<file path="config.mk">
export PLATFORM = sky130hd
export DESIGN_NAME = planar_odometry_integrator_flat
export DESIGN_NICKNAME = d
export VERILOG_FILES = /design/src/rtl/core/podi_pkg.sv /design/src/rtl/core/podi_if.sv /design/src/rtl/core/planar_odometry_integrator.sv /design/src/flat_wrapper.sv
export SDC_FILE = /design/constraint.sdc
export NUM_CORES = 2
export LEC_CHECK = 0
export ABC_AREA = 1
export BUFFER_PORTS_ARGS = -buffer_cell sky130_fd_sc_hd__buf_4
export CORE_MARGIN = 3
export CORE_UTILIZATION = 30
export CTS_CLUSTER_DIAMETER = 80
export DETAILED_ROUTE_END_ITERATION = 10
export PLACE_DENSITY = 0.47
export SYNTH_ARGS = -nofsm -noshare
export SYNTH_HDL_FRONTEND = slang
export SYNTH_SLANG_ARGS = --single-unit
</file>
<file path="constraint.sdc">
create_clock -name clk_i -period 11.56 [get_ports clk_i]
set_input_delay 0 -clock clk_i [delete_from_list [all_inputs] [get_ports clk_i]]
set_output_delay 0 -clock clk_i [all_outputs]
set_load 0.02 [all_outputs]
</file>
<file path="src/rtl/core/podi_pkg.sv">
// Shared types, constants and the CORDIC arctangent table for the odometry integrator.
package podi_pkg;

  localparam int CordicSteps = 16;

  localparam int StampW   = 48;
  localparam int VelW     = 24;
  localparam int GainW    = 17;
  localparam int PoseW    = 32;
  localparam int HeadW    = 19;
  localparam int CfgIdxW  = 2;

  localparam int DtW      = 32;   // saturated Q16.16 time step
  localparam int CoefW    = 18;   // Q.16 sine/cosine and zero-extended gains
  localparam int ProdW    = 60;   // product accumulator
  localparam int StepW    = 41;   // gain-scaled step, Q.16
  localparam int SumW     = 42;   // heading plus angular step
  localparam int RemW     = 19;
  localparam int CordW    = 34;   // Q2.30 with headroom
  localparam int CntW     = 6;
  localparam int StepIdxW = 5;

  localparam logic [CfgIdxW-1:0] CfgGainX    = 2'd0;
  localparam logic [CfgIdxW-1:0] CfgGainY    = 2'd1;
  localparam logic [CfgIdxW-1:0] CfgGainHead = 2'd2;

  localparam logic [GainW-1:0] GainOne = 17'd65536;

  localparam logic signed [RemW:0] PiQ16      = 20'sd205887;
  localparam logic signed [RemW:0] TurnQ16    = 20'sd411775;
  localparam logic signed [RemW:0] QuarterQ16 = 20'sd102944;
  localparam logic signed [CordW-1:0] CordicGainQ30 = 34'sd652032874;
  localparam logic signed [CordW-1:0] RoundQ14      = 34'sd8192;

  localparam logic [CntW-1:0] WrapBits = CntW'(SumW);

  typedef enum logic [3:0] {
    ST_IDLE,
    ST_DT,
    ST_MUL,
    ST_POST,
    ST_WRAP,
    ST_WFIN,
    ST_CINIT,
    ST_CORDIC,
    ST_CFIN,
    ST_OUT
  } state_e;

  typedef enum logic [3:0] {
    OP_VT_DT,
    OP_H_GAIN,
    OP_VF_DT,
    OP_X_GAIN,
    OP_VL_DT,
    OP_Y_GAIN,
    OP_DX_C,
    OP_DY_S,
    OP_DX_S,
    OP_DY_C
  } op_e;

  function automatic logic [31:0] atan_q30(input logic [StepIdxW-1:0] idx);
    logic [31:0] r;
    case (idx)
      5'd0:  r = 32'd843314857;
      5'd1:  r = 32'd497837829;
      5'd2:  r = 32'd263043836;
      5'd3:  r = 32'd133525158;
      5'd4:  r = 32'd67021686;
      5'd5:  r = 32'd33543515;
      5'd6:  r = 32'd16775850;
      5'd7:  r = 32'd8388437;
      5'd8:  r = 32'd4194282;
      5'd9:  r = 32'd2097149;
      5'd10: r = 32'd1048575;
      5'd11: r = 32'd524287;
      5'd12: r = 32'd262143;
      5'd13: r = 32'd131071;
      5'd14: r = 32'd65535;
      5'd15: r = 32'd32767;
      5'd16: r = 32'd16383;
      5'd17: r = 32'd8191;
      5'd18: r = 32'd4095;
      5'd19: r = 32'd2047;
      5'd20: r = 32'd1023;
      5'd21: r = 32'd511;
      5'd22: r = 32'd255;
      5'd23: r = 32'd127;
      default: r = 32'd0;
    endcase
    return r;
  endfunction

  // multiplier length in bits for each product, sign bit included
  function automatic logic [CntW-1:0] mul_len(input op_e op);
    logic [CntW-1:0] r;
    case (op)
      OP_VT_DT, OP_VF_DT, OP_VL_DT: r = CntW'(DtW);
      default:                      r = CntW'(CoefW);
    endcase
    return r;
  endfunction

endpackage

</file>
<file path="src/rtl/core/podi_if.sv">
// Valid/ready channel interfaces for update items and pose results.
interface podi_in_if;
  logic                                valid;
  logic                                ready;
  logic                                cmd;
  logic        [podi_pkg::StampW-1:0]  stamp;
  logic signed [podi_pkg::VelW-1:0]    vel_forward;
  logic signed [podi_pkg::VelW-1:0]    vel_lateral;
  logic signed [podi_pkg::VelW-1:0]    vel_turn;

  modport source (output valid, cmd, stamp, vel_forward, vel_lateral, vel_turn,
                  input ready);
  modport sink   (input valid, cmd, stamp, vel_forward, vel_lateral, vel_turn,
                  output ready);
endinterface

interface podi_out_if;
  logic                               valid;
  logic                               ready;
  logic signed [podi_pkg::PoseW-1:0]  pose_x;
  logic signed [podi_pkg::PoseW-1:0]  pose_y;
  logic signed [podi_pkg::HeadW-1:0]  pose_heading;

  modport source (output valid, pose_x, pose_y, pose_heading, input ready);
  modport sink   (input valid, pose_x, pose_y, pose_heading, output ready);
endinterface

</file>
<file path="src/rtl/core/planar_odometry_integrator.sv">
// Flow: an update beat runs ST_DT, the multiplies, the heading wrap, the CORDIC and the
//   position multiplies before ST_OUT loads the output register; a pose-reset beat goes
//   straight to ST_OUT. One beat at a time: the input is ready only in ST_IDLE, and
//   ST_OUT waits while the output register holds an untaken result. The shared
//   bit-serial multiplier (one multiplier bit per cycle, ten products) and the 42-step
//   serial heading modulo bound the rate of update beats.
// Reset (rst_ni low, asynchronous): pose, heading and stored stamp cleared, all gains 1.0.
module planar_odometry_integrator (
  input  logic                          clk_i,
  input  logic                          rst_ni,
  podi_in_if.sink                       in_bus,
  podi_out_if.source                    out_bus,
  input  logic                          cfg_we_i,
  input  logic [podi_pkg::CfgIdxW-1:0]  cfg_idx_i,
  input  logic [podi_pkg::GainW-1:0]    cfg_data_i
);
  import podi_pkg::*;

  // ---------------------------------------------------------------------------
  // State
  // ---------------------------------------------------------------------------
  state_e state_q, state_d;
  op_e    op_q, op_d;
  logic [CntW-1:0] cnt_q, cnt_d;

  logic [GainW-1:0] gain_x_q, gain_y_q, gain_h_q;

  // architectural accumulators
  logic signed [PoseW-1:0] pos_x_q, pos_x_d;
  logic signed [PoseW-1:0] pos_y_q, pos_y_d;
  logic signed [HeadW-1:0] head_q, head_d;
  logic [StampW-1:0]       last_stamp_q, last_stamp_d;

  // beat held for the duration of the work
  logic [StampW-1:0]       stamp_q, stamp_d;
  logic signed [VelW-1:0]  vf_q, vf_d, vl_q, vl_d, vt_q, vt_d;

  // shift-and-add multiplier: m shifts left, b shifts right one bit a cycle
  logic signed [ProdW-1:0] p_q, p_d;
  logic signed [ProdW-1:0] m_q, m_d;
  logic signed [DtW-1:0]   b_q, b_d;
  logic                    sub_q, sub_d;

  logic signed [DtW-1:0]   dt_q, dt_d;
  logic signed [StepW-1:0] hstep_q, hstep_d, dx_q, dx_d, dy_q, dy_d;

  // serial modulo by one full turn
  logic [SumW-1:0]         u_q, u_d;
  logic [RemW-1:0]         rem_q, rem_d;
  logic                    wneg_q, wneg_d;

  // CORDIC
  logic signed [CordW-1:0] cx_q, cx_d, cy_q, cy_d, cz_q, cz_d;
  logic                    cneg_q, cneg_d;
  logic signed [CoefW-1:0] cos_q, cos_d, sin_q, sin_d;

  // output register
  logic                    ovalid_q, ovalid_d;
  logic signed [PoseW-1:0] opx_q, opx_d, opy_q, opy_d;
  logic signed [HeadW-1:0] oh_q, oh_d;

  // ---------------------------------------------------------------------------
  // Combinational helpers
  // ---------------------------------------------------------------------------
  logic                    in_fire;
  logic                    mul_last;
  logic signed [ProdW-1:0] mul_term;
  logic signed [StampW:0]  diff;
  logic signed [DtW-1:0]   dt_sat;
  logic signed [ProdW-1:0] p_shr;       // product >>> 16, sign-extended
  logic signed [ProdW-1:0] p_step;      // 41-bit step field, sign-extended
  logic signed [SumW-1:0]  head_sum;
  logic [RemW:0]           r2;
  logic signed [RemW+1:0]  wr;
  logic signed [RemW+1:0]  wa;
  logic [StepIdxW-1:0]     cidx;
  logic signed [CordW-1:0] atan_v;
  logic signed [CordW-1:0] cx_sh, cy_sh;
  logic signed [CordW-1:0] cx_rnd, cy_rnd;
  logic signed [CoefW-1:0] c_r, s_r;
  logic signed [PoseW+12:0] pos_sum;
  logic signed [PoseW-1:0]  pos_sat;

  assign in_fire       = in_bus.valid && in_bus.ready;
  assign in_bus.ready  = (state_q == ST_IDLE);

  assign out_bus.valid        = ovalid_q;
  assign out_bus.pose_x       = opx_q;
  assign out_bus.pose_y       = opy_q;
  assign out_bus.pose_heading = oh_q;

  // two's complement multiplier: the top bit of b weighs negative
  assign mul_last = (cnt_q == mul_len(op_q) - CntW'(1));
  assign mul_term = (mul_last ^ sub_q) ? -m_q : m_q;

  assign diff   = $signed({1'b0, stamp_q}) - $signed({1'b0, last_stamp_q});
  always_comb begin
    if (diff[StampW:DtW-1] == '0 || diff[StampW:DtW-1] == '1) begin
      dt_sat = diff[DtW-1:0];
    end else if (diff[StampW]) begin
      dt_sat = {1'b1, {(DtW-1){1'b0}}};
    end else begin
      dt_sat = {1'b0, {(DtW-1){1'b1}}};
    end
  end

  assign p_shr    = {{16{p_q[ProdW-1]}}, p_q[ProdW-1:16]};
  assign p_step   = {{(ProdW-StepW){p_q[StepW+15]}}, p_q[StepW+15:16]};
  assign head_sum = {{(SumW-HeadW){head_q[HeadW-1]}}, head_q}
                  + {hstep_q[StepW-1], hstep_q};

  // restoring remainder step: shift in one dividend bit, subtract when it fits
  assign r2 = {rem_q, u_q[SumW-1]};

  // wrap into [-pi, pi]
  always_comb begin
    wr = wneg_q ? (TurnQ16 - 21'sd1 - $signed({2'b00, rem_q}))
                : $signed({2'b00, rem_q});
    if (wr > $signed({PiQ16[RemW], PiQ16})) begin
      wr = wr - $signed({TurnQ16[RemW], TurnQ16});
    end
  end

  // fold the heading into the CORDIC's convergence range
  always_comb begin
    wa = {{2{head_q[HeadW-1]}}, head_q};
    if (wa > $signed({QuarterQ16[RemW], QuarterQ16})) begin
      wa = wa - $signed({PiQ16[RemW], PiQ16});
    end else if (wa < -$signed({QuarterQ16[RemW], QuarterQ16})) begin
      wa = wa + $signed({PiQ16[RemW], PiQ16});
    end
  end

  assign cidx   = cnt_q[StepIdxW-1:0];
  assign atan_v = $signed({2'b00, atan_q30(cidx)});
  assign cx_sh  = cx_q >>> cidx;
  assign cy_sh  = cy_q >>> cidx;
  assign cx_rnd = cx_q + RoundQ14;
  assign cy_rnd = cy_q + RoundQ14;
  assign c_r    = cx_rnd[CoefW+13:14];
  assign s_r    = cy_rnd[CoefW+13:14];

  // position update with saturation to the signed 32-bit range
  always_comb begin
    pos_sum = {{13{pos_x_q[PoseW-1]}}, pos_x_q} + p_shr[PoseW+12:0];
    if (op_q == OP_DY_C) begin
      pos_sum = {{13{pos_y_q[PoseW-1]}}, pos_y_q} + p_shr[PoseW+12:0];
    end
    if (pos_sum[PoseW+12:PoseW-1] == '0 || pos_sum[PoseW+12:PoseW-1] == '1) begin
      pos_sat = pos_sum[PoseW-1:0];
    end else if (pos_sum[PoseW+12]) begin
      pos_sat = {1'b1, {(PoseW-1){1'b0}}};
    end else begin
      pos_sat = {1'b0, {(PoseW-1){1'b1}}};
    end
  end

  // ---------------------------------------------------------------------------
  // Sequencer
  // ---------------------------------------------------------------------------
  always_comb begin
    state_d      = state_q;
    op_d         = op_q;
    cnt_d        = cnt_q;
    pos_x_d      = pos_x_q;
    pos_y_d      = pos_y_q;
    head_d       = head_q;
    last_stamp_d = last_stamp_q;
    stamp_d      = stamp_q;
    vf_d         = vf_q;
    vl_d         = vl_q;
    vt_d         = vt_q;
    p_d          = p_q;
    m_d          = m_q;
    b_d          = b_q;
    sub_d        = sub_q;
    dt_d         = dt_q;
    hstep_d      = hstep_q;
    dx_d         = dx_q;
    dy_d         = dy_q;
    u_d          = u_q;
    rem_d        = rem_q;
    wneg_d       = wneg_q;
    cx_d         = cx_q;
    cy_d         = cy_q;
    cz_d         = cz_q;
    cneg_d       = cneg_q;
    cos_d        = cos_q;
    sin_d        = sin_q;
    opx_d        = opx_q;
    opy_d        = opy_q;
    oh_d         = oh_q;
    ovalid_d     = ovalid_q && !out_bus.ready;

    case (state_q)
      ST_IDLE: begin
        if (in_fire) begin
          if (in_bus.cmd) begin
            pos_x_d = '0;
            pos_y_d = '0;
            head_d  = '0;
            state_d = ST_OUT;
          end else begin
            stamp_d = in_bus.stamp;
            vf_d    = in_bus.vel_forward;
            vl_d    = in_bus.vel_lateral;
            vt_d    = in_bus.vel_turn;
            state_d = ST_DT;
          end
        end
      end

      ST_DT: begin
        dt_d         = dt_sat;
        last_stamp_d = stamp_q;
        m_d          = {{(ProdW-VelW){vt_q[VelW-1]}}, vt_q};
        b_d          = dt_sat;
        p_d          = '0;
        sub_d        = 1'b0;
        cnt_d        = '0;
        op_d         = OP_VT_DT;
        state_d      = ST_MUL;
      end

      ST_MUL: begin
        if (b_q[0]) begin
          p_d = p_q + mul_term;
        end
        m_d   = m_q <<< 1;
        b_d   = b_q >>> 1;
        cnt_d = cnt_q + CntW'(1);
        if (mul_last) begin
          state_d = ST_POST;
        end
      end

      ST_POST: begin
        cnt_d   = '0;
        sub_d   = 1'b0;
        p_d     = '0;
        state_d = ST_MUL;
        case (op_q)
          OP_VT_DT: begin
            m_d  = p_shr;
            b_d  = {{(DtW-GainW){1'b0}}, gain_h_q};
            op_d = OP_H_GAIN;
          end
          OP_H_GAIN: begin
            hstep_d = p_step[StepW-1:0];
            m_d     = {{(ProdW-VelW){vf_q[VelW-1]}}, vf_q};
            b_d     = dt_q;
            op_d    = OP_VF_DT;
          end
          OP_VF_DT: begin
            m_d  = p_shr;
            b_d  = {{(DtW-GainW){1'b0}}, gain_x_q};
            op_d = OP_X_GAIN;
          end
          OP_X_GAIN: begin
            dx_d = p_step[StepW-1:0];
            m_d  = {{(ProdW-VelW){vl_q[VelW-1]}}, vl_q};
            b_d  = dt_q;
            op_d = OP_VL_DT;
          end
          OP_VL_DT: begin
            m_d  = p_shr;
            b_d  = {{(DtW-GainW){1'b0}}, gain_y_q};
            op_d = OP_Y_GAIN;
          end
          OP_Y_GAIN: begin
            dy_d    = p_step[StepW-1:0];
            wneg_d  = head_sum[SumW-1];
            u_d     = head_sum[SumW-1] ? ~head_sum : head_sum;
            rem_d   = '0;
            state_d = ST_WRAP;
          end
          OP_DX_C: begin
            // x delta: dx*cos - dy*sin, keep the running sum
            p_d   = p_q;
            m_d   = {{(ProdW-StepW){dy_q[StepW-1]}}, dy_q};
            b_d   = {{(DtW-CoefW){sin_q[CoefW-1]}}, sin_q};
            sub_d = 1'b1;
            op_d  = OP_DY_S;
          end
          OP_DY_S: begin
            pos_x_d = pos_sat;
            m_d     = {{(ProdW-StepW){dx_q[StepW-1]}}, dx_q};
            b_d     = {{(DtW-CoefW){sin_q[CoefW-1]}}, sin_q};
            op_d    = OP_DX_S;
          end
          OP_DX_S: begin
            // y delta: dx*sin + dy*cos
            p_d  = p_q;
            m_d  = {{(ProdW-StepW){dy_q[StepW-1]}}, dy_q};
            b_d  = {{(DtW-CoefW){cos_q[CoefW-1]}}, cos_q};
            op_d = OP_DY_C;
          end
          OP_DY_C: begin
            pos_y_d = pos_sat;
            state_d = ST_OUT;
          end
          default: begin
            state_d = ST_IDLE;
          end
        endcase
      end

      ST_WRAP: begin
        if (r2 >= TurnQ16[RemW:0]) begin
          rem_d = RemW'(r2 - TurnQ16[RemW:0]);
        end else begin
          rem_d = r2[RemW-1:0];
        end
        u_d   = u_q << 1;
        cnt_d = cnt_q + CntW'(1);
        if (cnt_q == WrapBits - CntW'(1)) begin
          state_d = ST_WFIN;
        end
      end

      ST_WFIN: begin
        head_d  = wr[HeadW-1:0];
        state_d = ST_CINIT;
      end

      ST_CINIT: begin
        cneg_d  = (wa != {{2{head_q[HeadW-1]}}, head_q});
        cx_d    = CordicGainQ30;
        cy_d    = '0;
        // folded angle times 2^14 needs well under 34 bits
        cz_d    = {wa[CordW-15:0], 14'd0};
        cnt_d   = '0;
        state_d = ST_CORDIC;
      end

      ST_CORDIC: begin
        if (!cz_q[CordW-1]) begin
          cx_d = cx_q - cy_sh;
          cy_d = cy_q + cx_sh;
          cz_d = cz_q - atan_v;
        end else begin
          cx_d = cx_q + cy_sh;
          cy_d = cy_q - cx_sh;
          cz_d = cz_q + atan_v;
        end
        cnt_d = cnt_q + CntW'(1);
        if (cnt_q == CntW'(CordicSteps - 1)) begin
          state_d = ST_CFIN;
        end
      end

      ST_CFIN: begin
        cos_d   = cneg_q ? -c_r : c_r;
        sin_d   = cneg_q ? -s_r : s_r;
        m_d     = {{(ProdW-StepW){dx_q[StepW-1]}}, dx_q};
        b_d     = cneg_q ? {{(DtW-CoefW){~c_r[CoefW-1]}}, -c_r}
                         : {{(DtW-CoefW){c_r[CoefW-1]}}, c_r};
        p_d     = '0;
        sub_d   = 1'b0;
        cnt_d   = '0;
        op_d    = OP_DX_C;
        state_d = ST_MUL;
      end

      ST_OUT: begin
        if (!ovalid_q || out_bus.ready) begin
          ovalid_d = 1'b1;
          opx_d    = pos_x_q;
          opy_d    = pos_y_q;
          oh_d     = head_q;
          state_d  = ST_IDLE;
        end
      end

      default: begin
        state_d = ST_IDLE;
      end
    endcase
  end

  // ---------------------------------------------------------------------------
  // Registers
  // ---------------------------------------------------------------------------
  always_ff @(posedge clk_i or negedge rst_ni) begin
    if (!rst_ni) begin
      state_q      <= ST_IDLE;
      op_q         <= OP_VT_DT;
      cnt_q        <= '0;
      ovalid_q     <= 1'b0;
      pos_x_q      <= '0;
      pos_y_q      <= '0;
      head_q       <= '0;
      last_stamp_q <= '0;
      gain_x_q     <= GainOne;
      gain_y_q     <= GainOne;
      gain_h_q     <= GainOne;
    end else begin
      state_q      <= state_d;
      op_q         <= op_d;
      cnt_q        <= cnt_d;
      ovalid_q     <= ovalid_d;
      pos_x_q      <= pos_x_d;
      pos_y_q      <= pos_y_d;
      head_q       <= head_d;
      last_stamp_q <= last_stamp_d;
      if (cfg_we_i) begin
        case (cfg_idx_i)
          CfgGainX:    gain_x_q <= cfg_data_i;
          CfgGainY:    gain_y_q <= cfg_data_i;
          CfgGainHead: gain_h_q <= cfg_data_i;
          default:     ;
        endcase
      end
    end
  end

  // datapath, no reset
  always_ff @(posedge clk_i) begin
    stamp_q <= stamp_d;
    vf_q    <= vf_d;
    vl_q    <= vl_d;
    vt_q    <= vt_d;
    p_q     <= p_d;
    m_q     <= m_d;
    b_q     <= b_d;
    sub_q   <= sub_d;
    dt_q    <= dt_d;
    hstep_q <= hstep_d;
    dx_q    <= dx_d;
    dy_q    <= dy_d;
    u_q     <= u_d;
    rem_q   <= rem_d;
    wneg_q  <= wneg_d;
    cx_q    <= cx_d;
    cy_q    <= cy_d;
    cz_q    <= cz_d;
    cneg_q  <= cneg_d;
    cos_q   <= cos_d;
    sin_q   <= sin_d;
    opx_q   <= opx_d;
    opy_q   <= opy_d;
    oh_q    <= oh_d;
  end

  // ---------------------------------------------------------------------------
  // Assertions
  // ---------------------------------------------------------------------------
  a_head_range: assert property (@(posedge clk_i) disable iff (!rst_ni)
    (head_q <= $signed(PiQ16[HeadW-1:0])) && (head_q >= -$signed(PiQ16[HeadW-1:0])))
    else $error("heading outside [-pi, pi]");

  a_pose_clear: assert property (@(posedge clk_i) disable iff (!rst_ni)
    (in_fire && in_bus.cmd) |=> (state_q == ST_OUT && pos_x_q == '0 && head_q == '0))
    else $error("pose reset beat did not clear the pose");

  a_mul_count: assert property (@(posedge clk_i) disable iff (!rst_ni)
    (state_q == ST_MUL) |-> (cnt_q < mul_len(op_q)))
    else $error("multiplier ran past its length");

  a_out_load: assert property (@(posedge clk_i) disable iff (!rst_ni)
    $rose(ovalid_q) |-> $past(state_q == ST_OUT))
    else $error("result appeared without a finished beat");

endmodule
</file>
<file path="src/flat_wrapper.sv">
// flat-port wrapper written by rule: the top's interface ports become plain ports
module planar_odometry_integrator_flat import podi_pkg::*;
  (clk_i, rst_ni, cfg_we_i, cfg_idx_i, cfg_data_i, in_bus_valid, in_bus_cmd, in_bus_stamp, in_bus_vel_forward, in_bus_vel_lateral, in_bus_vel_turn, in_bus_ready, out_bus_valid, out_bus_pose_x, out_bus_pose_y, out_bus_pose_heading, out_bus_ready);
  podi_in_if in_bus_i ();
  podi_out_if out_bus_i ();
  input  logic clk_i;
  input  logic rst_ni;
  input  logic cfg_we_i;
  input  logic [podi_pkg::CfgIdxW-1:0] cfg_idx_i;
  input  logic [podi_pkg::GainW-1:0] cfg_data_i;
  input wire logic [$bits(in_bus_i.valid)-1:0] in_bus_valid;
  input wire logic [$bits(in_bus_i.cmd)-1:0] in_bus_cmd;
  input wire logic [$bits(in_bus_i.stamp)-1:0] in_bus_stamp;
  input wire logic [$bits(in_bus_i.vel_forward)-1:0] in_bus_vel_forward;
  input wire logic [$bits(in_bus_i.vel_lateral)-1:0] in_bus_vel_lateral;
  input wire logic [$bits(in_bus_i.vel_turn)-1:0] in_bus_vel_turn;
  output wire logic [$bits(in_bus_i.ready)-1:0] in_bus_ready;
  output wire logic [$bits(out_bus_i.valid)-1:0] out_bus_valid;
  output wire logic [$bits(out_bus_i.pose_x)-1:0] out_bus_pose_x;
  output wire logic [$bits(out_bus_i.pose_y)-1:0] out_bus_pose_y;
  output wire logic [$bits(out_bus_i.pose_heading)-1:0] out_bus_pose_heading;
  input wire logic [$bits(out_bus_i.ready)-1:0] out_bus_ready;
  assign in_bus_i.valid = in_bus_valid;
  assign in_bus_i.cmd = in_bus_cmd;
  assign in_bus_i.stamp = in_bus_stamp;
  assign in_bus_i.vel_forward = in_bus_vel_forward;
  assign in_bus_i.vel_lateral = in_bus_vel_lateral;
  assign in_bus_i.vel_turn = in_bus_vel_turn;
  assign in_bus_ready = in_bus_i.ready;
  assign out_bus_valid = out_bus_i.valid;
  assign out_bus_pose_x = out_bus_i.pose_x;
  assign out_bus_pose_y = out_bus_i.pose_y;
  assign out_bus_pose_heading = out_bus_i.pose_heading;
  assign out_bus_i.ready = out_bus_ready;
  planar_odometry_integrator u_core (.clk_i(clk_i), .rst_ni(rst_ni), .in_bus(in_bus_i), .out_bus(out_bus_i), .cfg_we_i(cfg_we_i), .cfg_idx_i(cfg_idx_i), .cfg_data_i(cfg_data_i));
endmodule
</file>
* Yosys cells after proc, flatten, opt, wreduce, memory -nomap -nowiden
Memories as Yosys holds them, arrays and structs flattened.
Index checks and enable logic that the tools add are counted.
** Word-level totals
- Input port bits :: 145
- Flip-flop bits (word level) :: 909
- Memories kept :: 1
- Memory bits (read-only) :: 960
- Word-level logic and storage cells :: 215
** Memory list
- (no name shown) :: words 32, bits a word 30, read ports 1, clocked after Yosys merged registers in 0, wr ports 0, RTL line podi_pkg.sv:65 : case (idx)
** Operators by class
- Bitwise operators :: 5
- Shifts and indexed selects :: 2
- Eq/ne operators :: 40
- $lt $le $gt $ge :: 4
- Reductions and logical operators :: 47
- Mux-type cells :: 57
- $add $sub $neg :: 23
** Operator list (number)
- $pmux W60 S5 :: 1
- $mux W32 :: 9
- $pmux W60 S4 :: 1
- $pmux W34 S2 :: 3
- $pmux W32 S6 :: 1
- $mux W60 :: 3
- $pmux W60 S3 :: 1
- $pmux W32 S2 :: 2
- $pmux W32 S4 :: 1
- $mux W34 :: 3
- $mux W19 :: 5
- $add A32 B44 Y45 :: 2
- $mux W42 :: 2
- $pmux W42 S2 :: 1
- $pmux W19 S2 :: 2
- $add A34 B34 Y34 :: 2
- $sshr A34 B5 Y34 :: 2
- $sub A34 B34 Y34 :: 2
- $add A32 B15 Y32 const B :: 2
- $mux W21 :: 3
- $add A60 B60 Y60 :: 1
- $neg A60 Y60 :: 1
- $sub A48 B48 Y49 :: 1
- $mux W45 :: 1
- 62 further kinds :: 126

* Depth between registers and ports, before layout
- Depth in word-level cells :: 10
- Depth in mapped cells :: 37
- Depth with buffers taken out :: 35

* Worst setup path after synthesis
No wires, ideal clock.
- Path kind :: reg-to-reg
- From :: register u_core.state_q[0]
- To :: register u_core.stamp_q[0], enable pin
- Path buffers :: 0
- Clock period less this slack :: 10022 ps
- Data required time :: 10812 ps
- Arrival :: 9275 ps
- Setup slack :: 1538 ps
- Stages on the path, launching flop included :: 6
- Cell sequence :: dfrtp_1 > nor2_1 > inv_1 > nor2_1 > inv_1 > nor3_1
** Between the ends
- Word-level cells in the longest chain between the ends :: 3
** RTL lines
- from (decl) :: RTL line planar_odometry_integrator.sv:22 : state_e state_q, state_d;
- from (signal assigned) :: RTL line planar_odometry_integrator.sv:398 : state_q <= state_d;
- $logic_not A4 Y1 (*) :: RTL line planar_odometry_integrator.sv:85 : assign in_bus.ready = (state_q == ST_IDLE);
- net in_bus_ready :: RTL line flat_wrapper.sv:17 : output wire logic [$bits(in_bus_i.ready)-1:0] in_bus_ready;
- $logic_and A1 B1 Y1 :: RTL line planar_odometry_integrator.sv:84 : assign in_fire = in_bus.valid && in_bus.ready;
- $reduce_and A3 Y1 (no line) (*)
- to (signal assigned) :: RTL line planar_odometry_integrator.sv:419 : stamp_q <= stamp_d;
- to (decl) :: RTL line planar_odometry_integrator.sv:35 : logic [StampW-1:0] stamp_q, stamp_d;
The timed path passes the listed nets; every way through them passes the cells marked *.
A chain may end at the register's enable or synchronous reset.

* Worst setup path in the final report
- From :: register u_core.cnt_q[0]
- To :: register u_core.cy_q[33], data pin
** Between the ends
- Word-level cells in the longest chain between the ends :: 4
** RTL lines
- from (decl) :: RTL line planar_odometry_integrator.sv:24 : logic [CntW-1:0] cnt_q, cnt_d;
- from (signal assigned) :: RTL line planar_odometry_integrator.sv:400 : cnt_q <= cnt_d;
- $sshr A34 B5 Y34 (*) :: RTL line planar_odometry_integrator.sv:136 : assign cx_sh = cx_q >>> cidx;
- $add A34 B34 Y34 / $sub A34 B34 Y34 (equally long branches) :: RTL line planar_odometry_integrator.sv:339, planar_odometry_integrator.sv:343
- $mux W34 (*) :: RTL line planar_odometry_integrator.sv:337 : if (!cz_q[CordW-1]) begin
- $pmux W34 S2 (*) :: RTL line planar_odometry_integrator.sv:195 : case (state_q)
- to (signal assigned) :: RTL line planar_odometry_integrator.sv:435 : cy_q <= cy_d;
- to (decl) :: RTL line planar_odometry_integrator.sv:53 : logic signed [CordW-1:0] cx_q, cx_d, cy_q, cy_d, cz_q, cz_d;
Mark *: on every way between the ends. The rest lies on a longest branch, timed or not.

==> run metrics <==
run status=finished, final reports clean; syn_nets=9767; CTS tree=done; Pleak=36.5 nW; per-cell routed wire length=20.2 um; Synth async-reset ratio=21.7%; FMAX=0.151 GHz; TritonCTS Sinks=909; Core Area=225000 sq um; cells after synthesis=9300; Avg Vias per Cell=5.04; Primary FF master, synth=edfxtp_1; hold_ws=0.0901 ns; layout cells sized above 1=6.87%; VDD IR max=0.206 mV; Data required, critical path=12.05 ns; row cnt=174; met1 Use GR=30.0%; Yosys cell types=67; final WL=259 mm; Slew HR=17.4%; worst hold stages=4; # port buffers=229; dpl ws=5.09 ns; RSZ-0062 raised after global routing=false; most used cell, CP=nand2_1; CP startpoint kind=flip-flop; Post-Route Utilization=35.3%; met3 Track Usage GR=2.51%; Pre-antenna DRT Iters=7; worst slew pin tran=1.24 ns; gr busiest metal=met2; initial detailed-routing violation count=5520; DR DRC count=0; Yosys warnings=0; antenna-violating nets left=0; initial core utilization=30.2%; vias post-DR=64.6k; Post-synth EDFFs=712; Setup TNS Final=0 ns; synthesized area per cell=7.31 sq um; CP endpoint kind=flip-flop; die width=482 um; DP HPWL=195 mm; Longest Clk Path Bufs=3; met2 GRT Util=36.0%; worst skew pair latency=0.79 ns; Die Ht=482 um; max-slew violations=0; crit share post-route=57.3%; routability cong.=0.926; clock slew at reported path FFs=0.06 ns; worst setup path class=flip-flop to flip-flop; CTS root buf=clkbuf_16; Final WS setup=4.94 ns; #FFs+latches synth=909; Layout area overhead=17.1%; Max FO, Critical Path=76; nets=10.2k; initial antenna violation count=12; critical path arrival=7.11 ns; die footprint=232000 sq um; HP Class=primary input to flip-flop; Tot GR Track Use=21.7%; vias in the first global route=62.2k; Filler cells=24.0k; fin crit period=6.62 ns; Critical-path top delay cell=buf_4; first-pass GRT wire length=390 mm; H-tree Lvls=3; Post-Syn Area=67900 sq um; GRT overflow=0; Seq/Total Area, Yosys=38.7%; max_cap viols=0; Final Hold Violating Endpoints=0; endpoints failing setup=0; Num CTS Buffers=115; I/O Pins=230; critical path's largest stage delay=0.61 ns; Power Dens Cells=300 nW/um^2; pin count of the biggest net entering global routing=114; Setup Buffers After CTS=0; Worst Reg-to-Reg Cells=30; Clock Skews=0.0708 ns
-- state kept, by name (all words and copies together), names as in the netlist, 34 cells and up --
| register | flops |
|---|---|
| u_core.last_stamp_q | 48 |
| u_core.cx_q | 34 |
| u_core.cz_q | 34 |
| u_core.u_q | 42 |
| u_core.stamp_q | 48 |
| u_core.m_q | 60 |
| u_core.cy_q | 34 |
| u_core.p_q | 60 |
| u_core.dx_q | 41 |
| u_core.dy_q | 41 |
| u_core.hstep_q | 41 |
-- path summary, 6_finish.rpt --
kind	end	start	slack [ns]
max reg2reg	u_core.cy_q[33]	u_core.cnt_q[0]	4.94
max in group asynchronous	u_core.pos_x_q[28]	rst_ni	9.60
min in group asynchronous	u_core.gain_x_q[16]	rst_ni	0.38
max	u_core.cy_q[33]	u_core.cnt_q[0]	4.94
min reg2reg	u_core.out_bus.pose_x[14]	u_core.pos_x_q[14]	0.48
min	u_core.gain_y_q[6]	cfg_data_i[6]	0.09
-- kinds of logic after synthesis --
family	share of synthesized area, %
AO/OA/AOI/OAI	12.9
XOR/XNOR	4.77
adder cells (fa/ha/maj)	6.01
buffers and inverters	8.61
flip-flops	38.7
AND/OR/NAND/NOR	29.0
-- power breakdown --
group	internal (mW)	leakage (nW)	total [mW]	switching (mW)
combinational	4.40	25.4	14.3	9.88
clock	2.11	1.87	3.69	1.59
sequential	4.96	9.30	5.92	0.963
-- worst max-delay path: cells and delay by family, from the launching register on --
kind	cells	cell delay [ns]
xor+xnor	1	0.16
flops	1	0.34
compound gates	4	1.52
fa+ha+maj	2	0.48
buf+inv	5	1.31
simple gates	18	2.41
-- Yosys cell counts, drive strengths merged, types with 77 or more instances --
library cell | instances | share of area (%)
ha | 315 | 5.8
nand4 | 195 | 1.8
nor2 | 717 | 4.1
xnor2 | 99 | 1.3
o21ai | 536 | 4.0
edfxtp | 712 | 31
a21oi | 562 | 4.2
inv | 1200 | 6.6
xor2 | 271 | 3.5
nand3 | 658 | 4.9
dfrtp | 194 | 7.1
clkbuf | 158 | 0.87
nor3 | 115 | 0.93
a31oi | 77 | 0.71
nand2 | 2911 | 16
buf | 118 | 1.1
-- cell usage in the layout (no fill, tap or decap), types with 17 or more instances in the layout --
master and instances:
nand2_1 2858, inv_1 1180, edfxtp_1 712, nor2_1 679
nand3_1 651, a21oi_1 551, o21ai_0 499, ha_1 315
buf_4 313, dlygate4sd3_1 274, xor2_1 271, nand4_1 195
dfrtp_1 190, clkbuf_16 117, nor3_1 102, xnor2_1 99
a31oi_1 76, a22oi_1 53, o21a_1 53, nand2_2 51
o21ai_1 34, o21bai_1 33, nor4_1 32, a21o_1 29
o211ai_1 28, clkbuf_1 28, nor2_2 25, o2111ai_1 22
or2_2 20, nand3b_1 20, a211oi_1 19, a32o_1 18
inv_2 17, clkinv_1 17
-- routing by layer --
layer  routed length [um]  up-vias
li1                     -    31868
met1               119000    30622
met2               119000     1785
met3                13200      324
met4                 7230        4
met5                   25        -
-- layout make-up --
type | count | area, sq um | area share (%)
multi-input combinational | 6909 | 35900 | 45.2
sequential | 909 | 26300 | 33.1
timing repair buffer | 589 | 5130 | 6.45
inverter | 1206 | 4530 | 5.69
tap | 2992 | 3740 | 4.70
clock buffer | 154 | 3160 | 3.97
clock inverter | 66 | 742 | 0.932
antenna | 5 | 12.5 | 0.0157
-- timing repair --
item                      CTS  global route
resized for setup           0             0
hold buffers              275             0
hold endpoints to repair  314             0
-- stage by stage --
stage | instances | total power [mW] | area (sq um)
floorplan | 9300 | 15.4 | 67900
global placement | 12330 | 20.0 | 72900
detailed placement | 12330 | 20.1 | 72900
CTS | 12825 | 24.0 | 79600
global route | 12826 | 25.9 | 79600
finish | 12830 | 23.9 | 79600
No activity file was read; power rests on OpenSTA's default activity.
